**src/rtl/core/icmp_echo_receive_checker_defines.svh**
```systemverilog
// Assertion macros shared by the checker modules.
// Each macro expects signals named clk and arst_n in the module that uses it.
`ifndef ICMP_ECHO_RECEIVE_CHECKER_DEFINES_SVH
`define ICMP_ECHO_RECEIVE_CHECKER_DEFINES_SVH

// Consequence must hold in the same cycle as the antecedent.
`define ICMPE_ASSERT_IMPLIES(label, ante, cons, msg) \
	label: assert property (@(posedge clk) disable iff (!arst_n) (ante) |-> (cons)) \
		else $error(msg);

// Consequence must hold in the cycle after the antecedent.
`define ICMPE_ASSERT_NEXT(label, ante, cons, msg) \
	label: assert property (@(posedge clk) disable iff (!arst_n) (ante) |=> (cons)) \
		else $error(msg);

`endif

```
**src/rtl/core/icmpe_pkg.sv**
```systemverilog
package icmpe_pkg;

	localparam int unsigned POS_W = 4;

	localparam logic [POS_W-1:0] HDR_LEN      = 4'd8;
	localparam logic [POS_W-1:0] POS_TYPE     = 4'd0;
	localparam logic [POS_W-1:0] POS_CODE     = 4'd1;
	localparam logic [POS_W-1:0] POS_IDENT_HI = 4'd4;
	localparam logic [POS_W-1:0] POS_IDENT_LO = 4'd5;
	localparam logic [POS_W-1:0] POS_SEQ_HI   = 4'd6;
	localparam logic [POS_W-1:0] POS_SEQ_LO   = 4'd7;

	localparam logic [7:0]  TYPE_REQUEST = 8'd8;
	localparam logic [7:0]  TYPE_REPLY   = 8'd0;
	localparam logic [15:0] CSUM_GOOD    = 16'hffff;

	typedef enum logic [2:0] {
		ST_OK    = 3'd0,
		ST_SHORT = 3'd1,
		ST_TYPE  = 3'd2,
		ST_CODE  = 3'd3,
		ST_CSUM  = 3'd4
	} status_t;

	// One result item as it leaves the parser.
	typedef struct packed {
		logic [7:0]  payload_byte;
		logic        payload_valid;
		logic        message_done;
		status_t     status;
		logic        echo_kind;
		logic [15:0] identifier;
		logic [15:0] sequence_res;
	} res_t;

endpackage

```
**src/rtl/core/icmpe_parse.sv**
```systemverilog
`include "icmp_echo_receive_checker_defines.svh"

module icmpe_parse (
	input  logic               clk,
	input  logic               arst_n,
	input  logic [7:0]         data_byte,
	input  logic               last_byte,
	input  logic               commit,
	output icmpe_pkg::res_t    res
);

	logic [icmpe_pkg::POS_W-1:0] pos_q;
	logic                        odd_q;
	logic [15:0]                 sum_q;
	logic [7:0]                  type_q;
	logic [7:0]                  code_q;
	logic [15:0]                 ident_q;
	logic [15:0]                 seq_q;

	logic [15:0] addend;
	logic [16:0] sum_wide;
	logic [15:0] sum_next;
	logic [7:0]  type_next;
	logic [7:0]  code_next;
	logic [15:0] ident_next;
	logic [15:0] seq_next;
	logic        pay;
	icmpe_pkg::status_t st;

	// The checksum is summed big-endian: an even byte is the high half of its word.
	always_comb begin
		addend   = odd_q ? {8'h00, data_byte} : {data_byte, 8'h00};
		sum_wide = {1'b0, sum_q} + {1'b0, addend};
		sum_next = sum_wide[15:0] + {15'd0, sum_wide[16]};
	end

	always_comb begin
		type_next  = type_q;
		code_next  = code_q;
		ident_next = ident_q;
		seq_next   = seq_q;
		case (pos_q)
			icmpe_pkg::POS_TYPE: type_next = data_byte;
			icmpe_pkg::POS_CODE: code_next = data_byte;
			icmpe_pkg::POS_IDENT_HI, icmpe_pkg::POS_IDENT_LO: ident_next = {ident_q[7:0], data_byte};
			icmpe_pkg::POS_SEQ_HI, icmpe_pkg::POS_SEQ_LO: seq_next = {seq_q[7:0], data_byte};
			default: ;
		endcase
	end

	// The verdict uses the header and sum as they stand after this byte.
	always_comb begin
		pay = (pos_q >= icmpe_pkg::HDR_LEN);
		if (pos_q < icmpe_pkg::POS_SEQ_LO) begin
			st = icmpe_pkg::ST_SHORT;
		end else if (type_next != icmpe_pkg::TYPE_REQUEST && type_next != icmpe_pkg::TYPE_REPLY) begin
			st = icmpe_pkg::ST_TYPE;
		end else if (code_next != 8'd0) begin
			st = icmpe_pkg::ST_CODE;
		end else if (sum_next != icmpe_pkg::CSUM_GOOD) begin
			st = icmpe_pkg::ST_CSUM;
		end else begin
			st = icmpe_pkg::ST_OK;
		end

		res               = '0;
		res.payload_valid = pay;
		res.payload_byte  = pay ? data_byte : 8'd0;
		res.message_done  = last_byte;
		res.status        = last_byte ? st : icmpe_pkg::ST_OK;
		if (last_byte && st == icmpe_pkg::ST_OK) begin
			res.echo_kind    = (type_next == icmpe_pkg::TYPE_REPLY);
			res.identifier   = ident_next;
			res.sequence_res = seq_next;
		end
	end

	always_ff @(posedge clk or negedge arst_n) begin
		if (!arst_n) begin
			pos_q   <= '0;
			odd_q   <= 1'b0;
			sum_q   <= '0;
			type_q  <= '0;
			code_q  <= '0;
			ident_q <= '0;
			seq_q   <= '0;
		end else if (commit) begin
			if (last_byte) begin
				pos_q   <= '0;
				odd_q   <= 1'b0;
				sum_q   <= '0;
				type_q  <= '0;
				code_q  <= '0;
				ident_q <= '0;
				seq_q   <= '0;
			end else begin
				if (!pay) begin
					pos_q <= pos_q + 4'd1;
				end
				odd_q   <= ~odd_q;
				sum_q   <= sum_next;
				type_q  <= type_next;
				code_q  <= code_next;
				ident_q <= ident_next;
				seq_q   <= seq_next;
			end
		end
	end

	`ICMPE_ASSERT_IMPLIES(a_pos_saturates, 1'b1, pos_q <= icmpe_pkg::HDR_LEN, "byte position beyond header length")
	`ICMPE_ASSERT_NEXT(a_last_clears, commit && last_byte, pos_q == '0 && sum_q == '0 && !odd_q, "state not cleared after final byte")
	`ICMPE_ASSERT_IMPLIES(a_header_no_payload, !res.payload_valid, res.payload_byte == 8'd0, "header byte leaked as payload")

endmodule

```
**config.mk**
```make
export PLATFORM = sky130hd
export DESIGN_NAME = icmpe_parse
export DESIGN_NICKNAME = d
export VERILOG_FILES = /design/src/rtl/core/icmpe_pkg.sv /design/src/rtl/core/icmpe_parse.sv
export VERILOG_INCLUDE_DIRS = /design/src /design/src/rtl/core
export SDC_FILE = /design/constraint.sdc
export NUM_CORES = 1
export LEC_CHECK = 0
export BUFFER_PORTS_ARGS = -buffer_cell sky130_fd_sc_hd__buf_4
export CAP_MARGIN = 20
export CORE_ASPECT_RATIO = 0.8
export CORE_UTILIZATION = 60
export DETAILED_ROUTE_END_ITERATION = 7
export GPL_ROUTABILITY_DRIVEN = 0
export PLACE_DENSITY_LB_ADDON = 0.15
export RECOVER_POWER = 100
export SETUP_SLACK_MARGIN = 0.1
export SYNTH_ARGS = -nofsm -noshare
export SYNTH_HDL_FRONTEND = slang
export SYNTH_SLANG_ARGS = --single-unit
```
**constraint.sdc**
```tcl
create_clock -name clk -period 10.3 [get_ports clk]
set_input_delay 1.03 -clock clk [delete_from_list [all_inputs] [get_ports clk]]
set_output_delay 1.03 -clock clk [all_outputs]
set_load 0.03 [all_outputs]
```
# Yosys cells after proc, flatten, opt, wreduce, memory -nomap -nowiden
# Index checks and enable logic that the tools add are counted.
[totals]
mem_bits_rw = 0
regBits = 69
elab_cells = 51
out_inout_bits = 46
latch_bits = 0
romBits = 0
mem_count = 0
input_bits = 12
[classes]
reduce_logical = 10
div = 0
order_cmp = 2
muxes = 20
mul = 0
n_addsub = 3
n_eq_ne = 8
n_bitwise = 1
shifts = 0
[op_table]
columns = ["cell", "count"]
rows = [
  ["$mux W16", 6],
  ["$mux W8", 5],
  ["$mux W33", 1],
  ["$add A16 B16 Y17", 1],
  ["$add A16 B1 Y16", 1],
  ["$eq A4 B3 Y1 const B", 4],
  ["$ne A16 B16 Y1 const B", 1],
  ["$reduce_bool A8 Y1", 2],
  ["$mux W3", 5],
  ["$logic_not A8 Y1", 1],
  ["$mux W4", 2],
  ["$ne A8 B4 Y1 const B", 1],
  ["$add A4 B1 Y4 const B", 1],
  ["$eq A4 B1 Y1 const B", 1],
  ["$ge A4 B4 Y1 const B", 1],
  ["$logic_not A4 Y1", 1],
  ["$lt A4 B3 Y1 const B", 1],
  ["$reduce_or A2 Y1", 2],
  ["$logic_not A3 Y1", 1],
  ["$logic_and A1 B1 Y1", 2],
  ["$ne A2 B2 Y1 const B", 1],
  ["$reduce_and A2 Y1", 1],
  ["$mux W1", 1],
  ["$not A1 Y1", 1],
]

# Logic depth before layout (Yosys ltp)
# Gate-level depths: netlist of run 1.
[logic_depth]
word_depth = 11
mapped_depth = 24
mapped_depth_nobuf = 21

# Worst setup path after synthesis of run 1
# No wires, ideal clock.
[synth_path]
kind = "input -> output"
from = "in data_byte[0]"
to = "out res[0] (netlist bit)"
t_arrival_ps = 5948
t_required_ps = 9270
setup_slack_ps = 3322
path_stages = 22
path_cell_list = "clkbuf_1 and2_1 ha_1 inv_1 fa_1 nand2b_1 a21o_1 a22o_1 a21boi_1 o21a_1 o21a_1 o21ai_0 nand2b_1 ha_1 ha_1 o211a_1 and2_1 nand3_4 or3_4 a221oi_4 nand4b_4 nor4_1"
[synth_lines]
columns = ["item", "line_no", "text"]
rows = [
  ["start: declaration", "icmpe_parse.sv:6", "input logic [7:0] data_byte,"],
  ["end: declaration", "icmpe_parse.sv:9", "output icmpe_pkg::res_t res"],
]

==> flow_metrics.py, run 1 <==
metrics = {
    "clock_tree": {
        "ctsHoldBuffers": 0,
        "root_buffer": "clkbuf_16",
        "post-cts-setup-buffer-count": 0,
        "clock_latency_ps": 340,
        "cts_tree": "built",
        "ctsResizeCount": 0,
        "h-tree-depth": 3,
        "clock_sinks": 69,
        "cts_made_buffers": 9,
        "clkTransAtPathRegs_ps": 60,
        "cts_buffer_depth": 2,
    },
    "logic_synthesis": {
        "yosysSeqAreaShare_pct": 28.9,
        "synthFlopType": "dfrtp_1",
        "synth_edf_count": 0,
        "synth_nets": 668,
        "synth.distinct_cells": 78,
        "netlist_area_um2": 5970,
        "synth_top_area_cell": "dfrtp_1",
        "ys_warn_count": 0,
        "avgSynthCellArea_um2": 9.43,
        "synthTopCellsByCount": "dfrtp_1 (69), nand2_1 (50), a22oi_1 (49), o2bb2ai_1 (49), clkbuf_1 (36)",
        "ys_ff_latch": 69,
        "async_reset_ff_share_pct": 100,
        "yosys.area.top_type_share_pct": 28.9,
        "syn_inst": 633,
        "yosys-top-cells-area": "dfrtp_1 (29%), o2bb2ai_1 (7.2%), nor4_2 (6.5%)",
        "synth_most_common_cell": "dfrtp_1",
    },
    "floorplanning": {
        "dieArea_um2": 10400,
        "core-area_um2": 9650,
        "num_rows": 32,
        "start_util_pct": 61.9,
        "io_pins": 58,
        "die_width_um": 114,
        "die_h_um": 91.2,
    },
    "final_layout": {
        "fin_area_um2": 6350,
        "post-route-util_pct": 65.8,
        "area_growth_syn_to_layout_pct": 6.33,
        "num_antenna_cells": 0,
        "seq_area_um2": 1730,
        "nFillCells": 792,
        "multiInputGateArea_um2": 3690,
        "drive_gt1_share_pct": 18.3,
        "nNetsFinal": 685,
    },
    "sta": {
        "skew_ps": 7.67,
        "hold_viol": 0,
        "setup_viol": 0,
        "fmax_mhz": 126,
        "post-route-period-util_pct": 77.2,
        "fin_crit_ps": 7950,
        "slew_violations": 133,
        "worst_pin_slew_ps": 3730,
        "finalSetupTns_ps": 0,
        "relSlewSlack_pct": -148,
        "fin_ws_ps": 2350,
        "rsz0062_at_grt": "false",
    },
    "run": {
        "cap_violations": 2,
    },
    "worst_setup_path": {
        "timing.rr.start": "odd_q",
        "slowest_delay_ps": 490,
        "critical_path.most_common_cell": "ha_1",
        "rr_worst_depth": 21,
        "worstReg2RegEnd": "sum_q[14]",
        "worstSetupEndpointType": "output pin",
        "reg2reg_slack_ps": 5110,
        "start_kind": "input port",
        "critPathMaxFanout": 34,
        "arrival_ps": 6920,
        "crit_slowest_cell": "nand4b_4",
        "crit_start": "data_byte[0]",
        "path_class": "in2out",
        "worstPathCellList": "clkbuf_1 > and2_0 > ha_1 > inv_1 > fa_1 > nand2b_1 > a21o_1 > a22o_1 > a21boi_0 > o21a_1 > o21a_1 > o21ai_0 > nand2b_1 > ha_1 > ha_1 > o211a_1 > and2_0 > nand3_4 > or3_4 > a221oi_1 > nand4b_4 > nor4_1 > clkbuf_1",
        "cp-endpoint": "res[32]",
        "cp.required_ps": 9270,
    },
    "route": {
        "routed_via_density": 6.71,
        "dr_wl_met2_mm": 6.92,
        "dr.pass1.iters": 5,
        "highest_layer": "met4",
        "met3_length_mm": 1.28,
        "drc": 0,
        "drt-initial-drc-count": 539,
        "wirelength_mm": 15.7,
        "ant_nets": 0,
        "vias": 5308,
        "drt-met1-wl_mm": 7.30,
        "wl_per_cell_um": 19.8,
    },
    "placement": {
        "numPortBuffers": 57,
        "dp_slack_ps": 2910,
        "dpl.hpwl_mm": 10.5,
        "dpl-instance-area_um2": 6300,
    },
    "global_routing": {
        "grt.total_usage_pct": 31.0,
        "grt_first_pass_wirelength_mm": 25.3,
        "grt.overflow.total": 0,
        "grt_pass1_vias": 4866,
        "grt_antenna_before_repair": 1,
        "grt_max_degree": 73,
    },
    "hold_path": {
        "hold_class": "reg2reg",
    },
    "pwr": {
        "finalPower_mw": 1.23,
        "p_leak_nw": 2.56,
        "p_per_area_nw_per_um2": 194,
        "peakVddDrop_v": 0.000124,
    },
    "outcome": {
        "failed_checks": "max-capacitance violations, max-slew violations",
        "outcome": "finished with violations",
    },
}
-- metrics by stage --
stage          hold slack, ps  instances
5_1_grt                   519        791
3_5_place_dp              484        774
6_report                  498        791
3_3_place_gp              469        774
2_1_floorplan             453        633
4_1_cts                   499        790
-- layer usage --
| metal | vias up | track usage (%) |
|---|---|---|
| met1 | 2572 | 45.3 |
| met3 | 18 | 6.34 |
| li1 | 2465 | - |
| met5 | - | 0 |
| met4 | 0 | 7.89 |
| met2 | 253 | 46.7 |
-- worst min-delay path by stage --
stage / start / endpoint / slack [ps] / cells past startpoint
CTS: sum_q[14] / sum_q[14] / 500 / 2
finish: sum_q[10] / sum_q[10] / 500 / 2
global route: seq_q[9] / seq_q[9] / 520 / 1
floorplan: sum_q[10] / sum_q[10] / 450 / 2
global placement: sum_q[10] / sum_q[10] / 470 / 2
detailed placement: sum_q[14] / sum_q[14] / 480 / 2
-- final cells by class --
type                       instances  share of cell area [%]
timing repair buffer              63                    6.44
sequential                        69                    27.2
clock buffer                       9                    3.55
multi-input combinational        493                    58.1
inverter                          14                   0.828
tap                              136                    2.68
clock inverter                     7                    1.18
-- kinds of logic after synthesis --
kind of cell / Yosys count / share of synthesized area (%)
muxes: 36 / 6.75
adders and majority gates: 23 / 4.94
buffers and inverters: 71 / 6.14
AOI/OAI and AO/OA: 206 / 27.6
and+or+nand+nor: 210 / 22.7
DFF: 69 / 28.9
xor gates and xnor gates: 18 / 2.95
-- power by group --
part / total (mW) / internal (mW) / switching, mW
clock network: 0.309 / 0.188 / 0.121
logic: 0.509 / 0.214 / 0.295
registers: 0.415 / 0.343 / 0.0720
-- flip-flops by register name, indices dropped and copies added, names as in the netlist --
name and count:
ident_q 16, odd_q 1, code_q 8, seq_q 16
type_q 8, pos_q 4, sum_q 16
-- layout by cell type, fill, tap and decap left out, drive strengths merged, types with 26 or more instances in the layout --
cell      n
clkbuf   26
mux2     34
nor2     26
nor4     40
nand2    50
buf      46
o2bb2ai  49
a22oi    49
dfrtp    69
-- critical path, delay by kind of cell --
kind            cells  cell delay [ps]
fa+ha+maj           4              950
buf+inv             3              860
simple gates        8             2220
compound gates      8             1840
Note: power is estimated with default switching activity, not from simulation.
==> run 2, diff against run 1 <==
--- a/config.mk
+++ b/config.mk
@@ -9,7 +9,7 @@
 export BUFFER_PORTS_ARGS = -buffer_cell sky130_fd_sc_hd__buf_4
 export CAP_MARGIN = 20
 export CORE_ASPECT_RATIO = 0.8
-export CORE_UTILIZATION = 60
+export CORE_UTILIZATION = 55
 export DETAILED_ROUTE_END_ITERATION = 7
 export GPL_ROUTABILITY_DRIVEN = 0
 export PLACE_DENSITY_LB_ADDON = 0.15
==> constraint.sdc (replaced) <==
create_clock -name clk -period 6.6 [get_ports clk]
set_input_delay 0.66 -clock clk [delete_from_list [all_inputs] [get_ports clk]]
set_output_delay 0.66 -clock clk [all_outputs]
set_load 0.03 [all_outputs]
==> flow_metrics.py, run 2 (synthesis results as in run 1) <==
metrics = {
    "outcome": {
        "outcome": "finished with violations",
        "failed_checks": "max-capacitance violations, max-slew violations",
    },
    "worst_setup_path": {
        "start_kind": "input port",
        "timing.rr.start": "odd_q",
        "reg2reg_slack_ps": 2040,
        "cp.required_ps": 5940,
        "path_class": "in2out",
        "rr_worst_depth": 21,
        "worstReg2RegEnd": "sum_q[10]",
        "arrival_ps": 5580,
        "worstSetupEndpointType": "output pin",
        "critPathMaxFanout": 34,
    },
    "floorplanning": {
        "num_rows": 33,
        "start_util_pct": 57.4,
        "die_width_um": 119,
        "dieArea_um2": 11300,
        "die_h_um": 95.2,
        "io_pins": 58,
        "core-area_um2": 10400,
    },
    "final_layout": {
        "layoutNonFillerInstCount": 805,
        "layout_commonest_cell": "dfrtp_1",
        "num_antenna_cells": 0,
        "final_cell_mix": "dfrtp_1 (69), buf_4 (53), nand2_1 (50)",
        "area_growth_syn_to_layout_pct": 11.7,
        "drive_gt1_share_pct": 25.7,
        "nNetsFinal": 695,
        "reg_top3": "ident_q: 16 flops, seq_q: 16 flops, sum_q: 16 flops",
    },
    "clock_tree": {
        "ctsHoldBuffers": 0,
        "h-tree-depth": 3,
        "clkTransAtPathRegs_ps": 60,
        "cts_made_buffers": 9,
        "clock_latency_ps": 330,
        "root_buffer": "clkbuf_16",
        "cts_buffer_depth": 2,
        "clock_sinks": 69,
        "cts_tree": "built",
    },
    "global_routing": {
        "grt.overflow.total": 0,
        "grt_antenna_before_repair": 0,
        "grt_first_pass_wirelength_mm": 26.1,
        "grt_pass1_vias": 4951,
        "grt_max_degree": 70,
        "grt.total_usage_pct": 29.7,
    },
    "sta": {
        "worst_pin_slew_ps": 3760,
        "relSlewSlack_pct": -151,
        "slew_violations": 133,
        "post-route-period-util_pct": 94.5,
        "skew_ps": 5.55,
        "fin_ws_ps": 363,
        "hold_viol": 0,
        "rsz0062_at_grt": "false",
        "fmax_mhz": 160,
        "fin_crit_ps": 6240,
        "setup_viol": 0,
        "finalSetupTns_ps": 0,
    },
    "placement": {
        "numPortBuffers": 57,
        "dp_cells": 786,
        "dp_slack_ps": 248,
        "dpl.hpwl_mm": 11.2,
    },
    "hold_path": {
        "hp-start": "sum_q[10]",
        "hold_class": "reg2reg",
        "min_to": "sum_q[10]",
        "min_path_cells": 2,
    },
    "route": {
        "vias": 5343,
        "wirelength_mm": 16.6,
        "routed_via_density": 6.64,
        "drc": 0,
        "drt-initial-drc-count": 523,
        "dr.pass1.iters": 5,
        "ant_nets": 0,
        "wl_per_cell_um": 20.6,
    },
    "pwr": {
        "p_per_area_nw_per_um2": 299,
        "p_leak_nw": 2.64,
        "peakVddDrop_v": 0.000145,
    },
    "run": {
        "cap_violations": 2,
    },
}
-- run 2: cell count changes in the layout (fill, tap and decap cells not counted), sizes merged --
| cell | change |
|---|---|
| a21oi | +1 |
| inv | +3 |
| clkinv | -5 |
| clkinvlp | +2 |
| clkbuf | +1 |
| buf | +8 |
-- run 2: repair_timing --
action,in CTS,in global routing
endpoints found under the setup margin,0,34
buffers inserted,0,1
hold endpoints to repair,0,0
gates resized for setup,0,9
-- run 2: worst max path at each step --
stage               slack (ps)  endpoint          from
global placement           500   res[10]  data_byte[0]
floorplan                  360    res[0]  data_byte[0]
detailed placement         250   res[21]  data_byte[0]
CTS                        240   res[21]  data_byte[0]
finish                     360   res[16]  data_byte[0]
global route                80   res[12]  data_byte[0]
-- run 2: power by group --
part | switching, mW | total [mW] | leakage (nW) | internal (mW)
registers | 0.110 | 0.645 | 0.928 | 0.535
clock network | 0.198 | 0.496 | 0.143 | 0.298
logic | 0.506 | 0.854 | 1.57 | 0.347
-- run 2: layout make-up --
cell class / count / area (µm²)
clock inverter: 7 / 80.1
timing repair buffer: 72 / 490
fill: 923 / 3740
inverter: 14 / 52.6
sequential: 69 / 1730
clock buffer: 9 / 225
tap: 140 / 175
multi-input combinational: 494 / 3920
-- run 2: metrics by stage --
step / utilization, % / hold slack, ps / power, mW / instance area, µm²
2_1_floorplan: - / 364 / 1.30 / 5970
3_3_place_gp: 61.2 / 478 / 1.43 / 6370
3_5_place_dp: 61.2 / 485 / 1.47 / 6370
4_1_cts: 64.2 / 484 / 1.97 / 6680
5_1_grt: 64.1 / 515 / 2.11 / 6670
6_report: 64.1 / 499 / 1.99 / 6670
-- run 2: layer usage --
metal	GRT usage, %	share of wire (%)	vias up
li1	-	-	2483
met1	43.5	47	2631
met2	44.8	44	207
met3	6.04	7.8	22
met4	7.17	1.2	0
met5	0	0	-
-- run 2: worst max-delay path, cell delays in order --
cell,delay (ps)
buf_4,160
and2_0,160
ha_1,200
inv_1,70
fa_1,400
nand2b_1,230
a21o_1,250
a22o_1,260
a21boi_2,170
o21a_1,140
o21a_1,110
o21ai_0,90
nand2b_1,100
ha_1,170
ha_1,220
o211a_1,180
and2_2,180
nand3_1,150
or3_4,420
a221oi_4,320
nand4b_4,130
buf_8,220
nor4_2,300
clkbuf_2,250
==> run 3, diff against run 2 <==
--- a/config.mk
+++ b/config.mk
@@ -6,13 +6,13 @@
 export SDC_FILE = /design/constraint.sdc
 export NUM_CORES = 1
 export LEC_CHECK = 0
-export BUFFER_PORTS_ARGS = -buffer_cell sky130_fd_sc_hd__buf_4
 export CAP_MARGIN = 20
 export CORE_ASPECT_RATIO = 0.8
-export CORE_UTILIZATION = 55
+export CORE_UTILIZATION = 59
 export DETAILED_ROUTE_END_ITERATION = 7
+export DONT_BUFFER_PORTS = 1
 export GPL_ROUTABILITY_DRIVEN = 0
-export PLACE_DENSITY_LB_ADDON = 0.15
+export PLACE_DENSITY = 0.78
 export RECOVER_POWER = 100
 export SETUP_SLACK_MARGIN = 0.1
 export SYNTH_ARGS = -nofsm -noshare
==> flow_metrics.py, run 3 (synthesis results as in run 1) <==
metrics = {
    "placement": {
        "numPortBuffers": 0,
        "dpl.hpwl_mm": 10.6,
        "dp_cells": 752,
    },
    "global_routing": {
        "grt.overflow.total": 0,
        "grt_antenna_before_repair": 0,
        "grt_first_pass_wirelength_mm": 25.8,
        "grt.total_usage_pct": 31.3,
        "grt_pass1_vias": 4887,
        "grt_max_degree": 73,
    },
    "worst_setup_path": {
        "cp.required_ps": 5940,
        "path_class": "reg2out",
        "start_kind": "flip-flop",
        "worstSetupEndpointType": "output pin",
        "critPathMaxFanout": 34,
        "arrival_ps": 5550,
    },
    "sta": {
        "post-route-period-util_pct": 94.2,
        "skew_ps": 8.52,
        "rsz0062_at_grt": "false",
        "finalSetupTns_ps": 0,
        "fin_crit_ps": 6210,
        "fmax_mhz": 161,
        "relSlewSlack_pct": -121,
        "slew_violations": 73,
        "setup_viol": 0,
        "hold_viol": 0,
        "worst_pin_slew_ps": 3320,
    },
    "final_layout": {
        "reg_top3": "ident_q: 16 flops, seq_q: 16 flops, sum_q: 16 flops",
        "multiInputGateArea_um2": 3880,
        "nNetsFinal": 663,
        "num_antenna_cells": 0,
        "area_growth_syn_to_layout_pct": 7.31,
        "final_cell_mix": "dfrtp_1 (68), nand2_1 (50), a22oi_1 (49), o2bb2ai_1 (49), mux2_2 (34)",
        "drive_gt1_share_pct": 22.2,
        "nFillCells": 782,
        "layout_commonest_cell": "dfrtp_1",
        "layoutNonFillerInstCount": 768,
        "seq_area_um2": 1730,
    },
    "outcome": {
        "outcome": "finished with violations",
        "failed_checks": "max-capacitance violations, max-slew violations",
    },
    "floorplanning": {
        "num_rows": 32,
        "io_pins": 58,
        "start_util_pct": 61.4,
        "die_h_um": 92.0,
        "die_width_um": 114,
        "dieArea_um2": 10500,
        "core-area_um2": 9730,
    },
    "clock_tree": {
        "cts_tree": "built",
        "cts_made_buffers": 9,
        "h-tree-depth": 3,
        "clock_sinks": 69,
        "clock_latency_ps": 340,
        "root_buffer": "clkbuf_16",
        "clkTransAtPathRegs_ps": 60,
        "cts_buffer_depth": 2,
        "ctsHoldBuffers": 0,
    },
    "pwr": {
        "p_leak_nw": 2.51,
        "p_per_area_nw_per_um2": 311,
        "peakVddDrop_v": 0.000202,
    },
    "route": {
        "vias": 5356,
        "dr.pass1.iters": 7,
        "drt-initial-drc-count": 588,
        "routed_via_density": 6.97,
        "wl_per_cell_um": 21.0,
        "drc": 0,
        "wirelength_mm": 16.1,
        "ant_nets": 0,
    },
    "run": {
        "cap_violations": 1,
    },
    "hold_path": {
        "hold_class": "in2async",
    },
}
[run 3: timing repair]
item / in CTS / in global routing
resized for setup: 0 / 6
setup endpoints to repair: 0 / 34
setup buffers: 0 / 0
endpoints found under the hold margin: 0 / 0
[run 3: critical path, stage by stage, from the launching register on]
cell and delay (ps):
dfrtp_2 480, and2_0 160, ha_1 190, inv_1 60, fa_1 390, nand2b_1 230, a21o_1 250, a22o_1 260
a21boi_2 220, o21a_1 140, o21a_1 100, o21ai_0 70, nand2b_1 110, ha_1 170, ha_1 190, o211a_1 170
and2_1 230, nand3_4 100, or3_4 400, a221oi_4 320, nand4b_4 120, buf_6 250, nor4_4 330, clkbuf_2 270
[run 3: path summary, 6_finish.rpt]
check / endpoint / from / cells after the start / slack [ps]
max: res[26] / odd_q / 23 / 390
min: type_q[4] / arst_n / 0 / 20
min reg2reg: seq_q[14] / seq_q[14] / 1 / 510
max reg2reg: sum_q[14] / odd_q / 21 / 1940
max in group asynchronous: sum_q[11] / arst_n / 0 / 6470
min in group clk: pos_q[3] / commit / 1 / 420
[run 3: area by class of cell]
type / instances / share of cell area, %
well taps: 136 / 2.66
clock inverters: 6 / 1.74
flip-flops and latches: 69 / 27.0
multi-input cells: 493 / 60.5
repair buffers: 41 / 3.77
inverters: 14 / 0.820
clock buffers: 9 / 3.51
[run 3: through the flow]
| stage | total power, mW | hold WS [ps] | setup slack (ps) | area, µm² | utilization, % |
|---|---|---|---|---|---|
| 3_5_place_dp | 1.42 | 367 | 522 | 6140 | 63.1 |
| 5_1_grt | 2.10 | 4.24 | 61.3 | 6410 | 65.9 |
| 3_3_place_gp | 1.38 | 367 | 629 | 6140 | 63.1 |
| 4_1_cts | 1.98 | 4.02 | 148 | 6480 | 66.6 |
| 6_report | 1.99 | 16.0 | 386 | 6410 | 65.9 |
| 2_1_floorplan | 1.30 | 364 | 362 | 5970 | - |
[run 3: power breakdown]
group,internal (mW),leakage (nW),total (mW),switching [mW]
clock,0.367,0.162,0.551,0.184
combinational,0.335,1.42,0.791,0.456
sequential,0.535,0.927,0.651,0.116
total,1.24,2.51,1.99,0.756
[run 3: layer usage]
layer | track usage [%] | wire [µm] | vias to the layer above
li1 | - | - | 2422
met1 | 46.8 | 7290 | 2652
met2 | 45.1 | 7150 | 252
met3 | 6.28 | 1390 | 30
met4 | 9.96 | 271 | 0
met5 | 0 | 0 | -
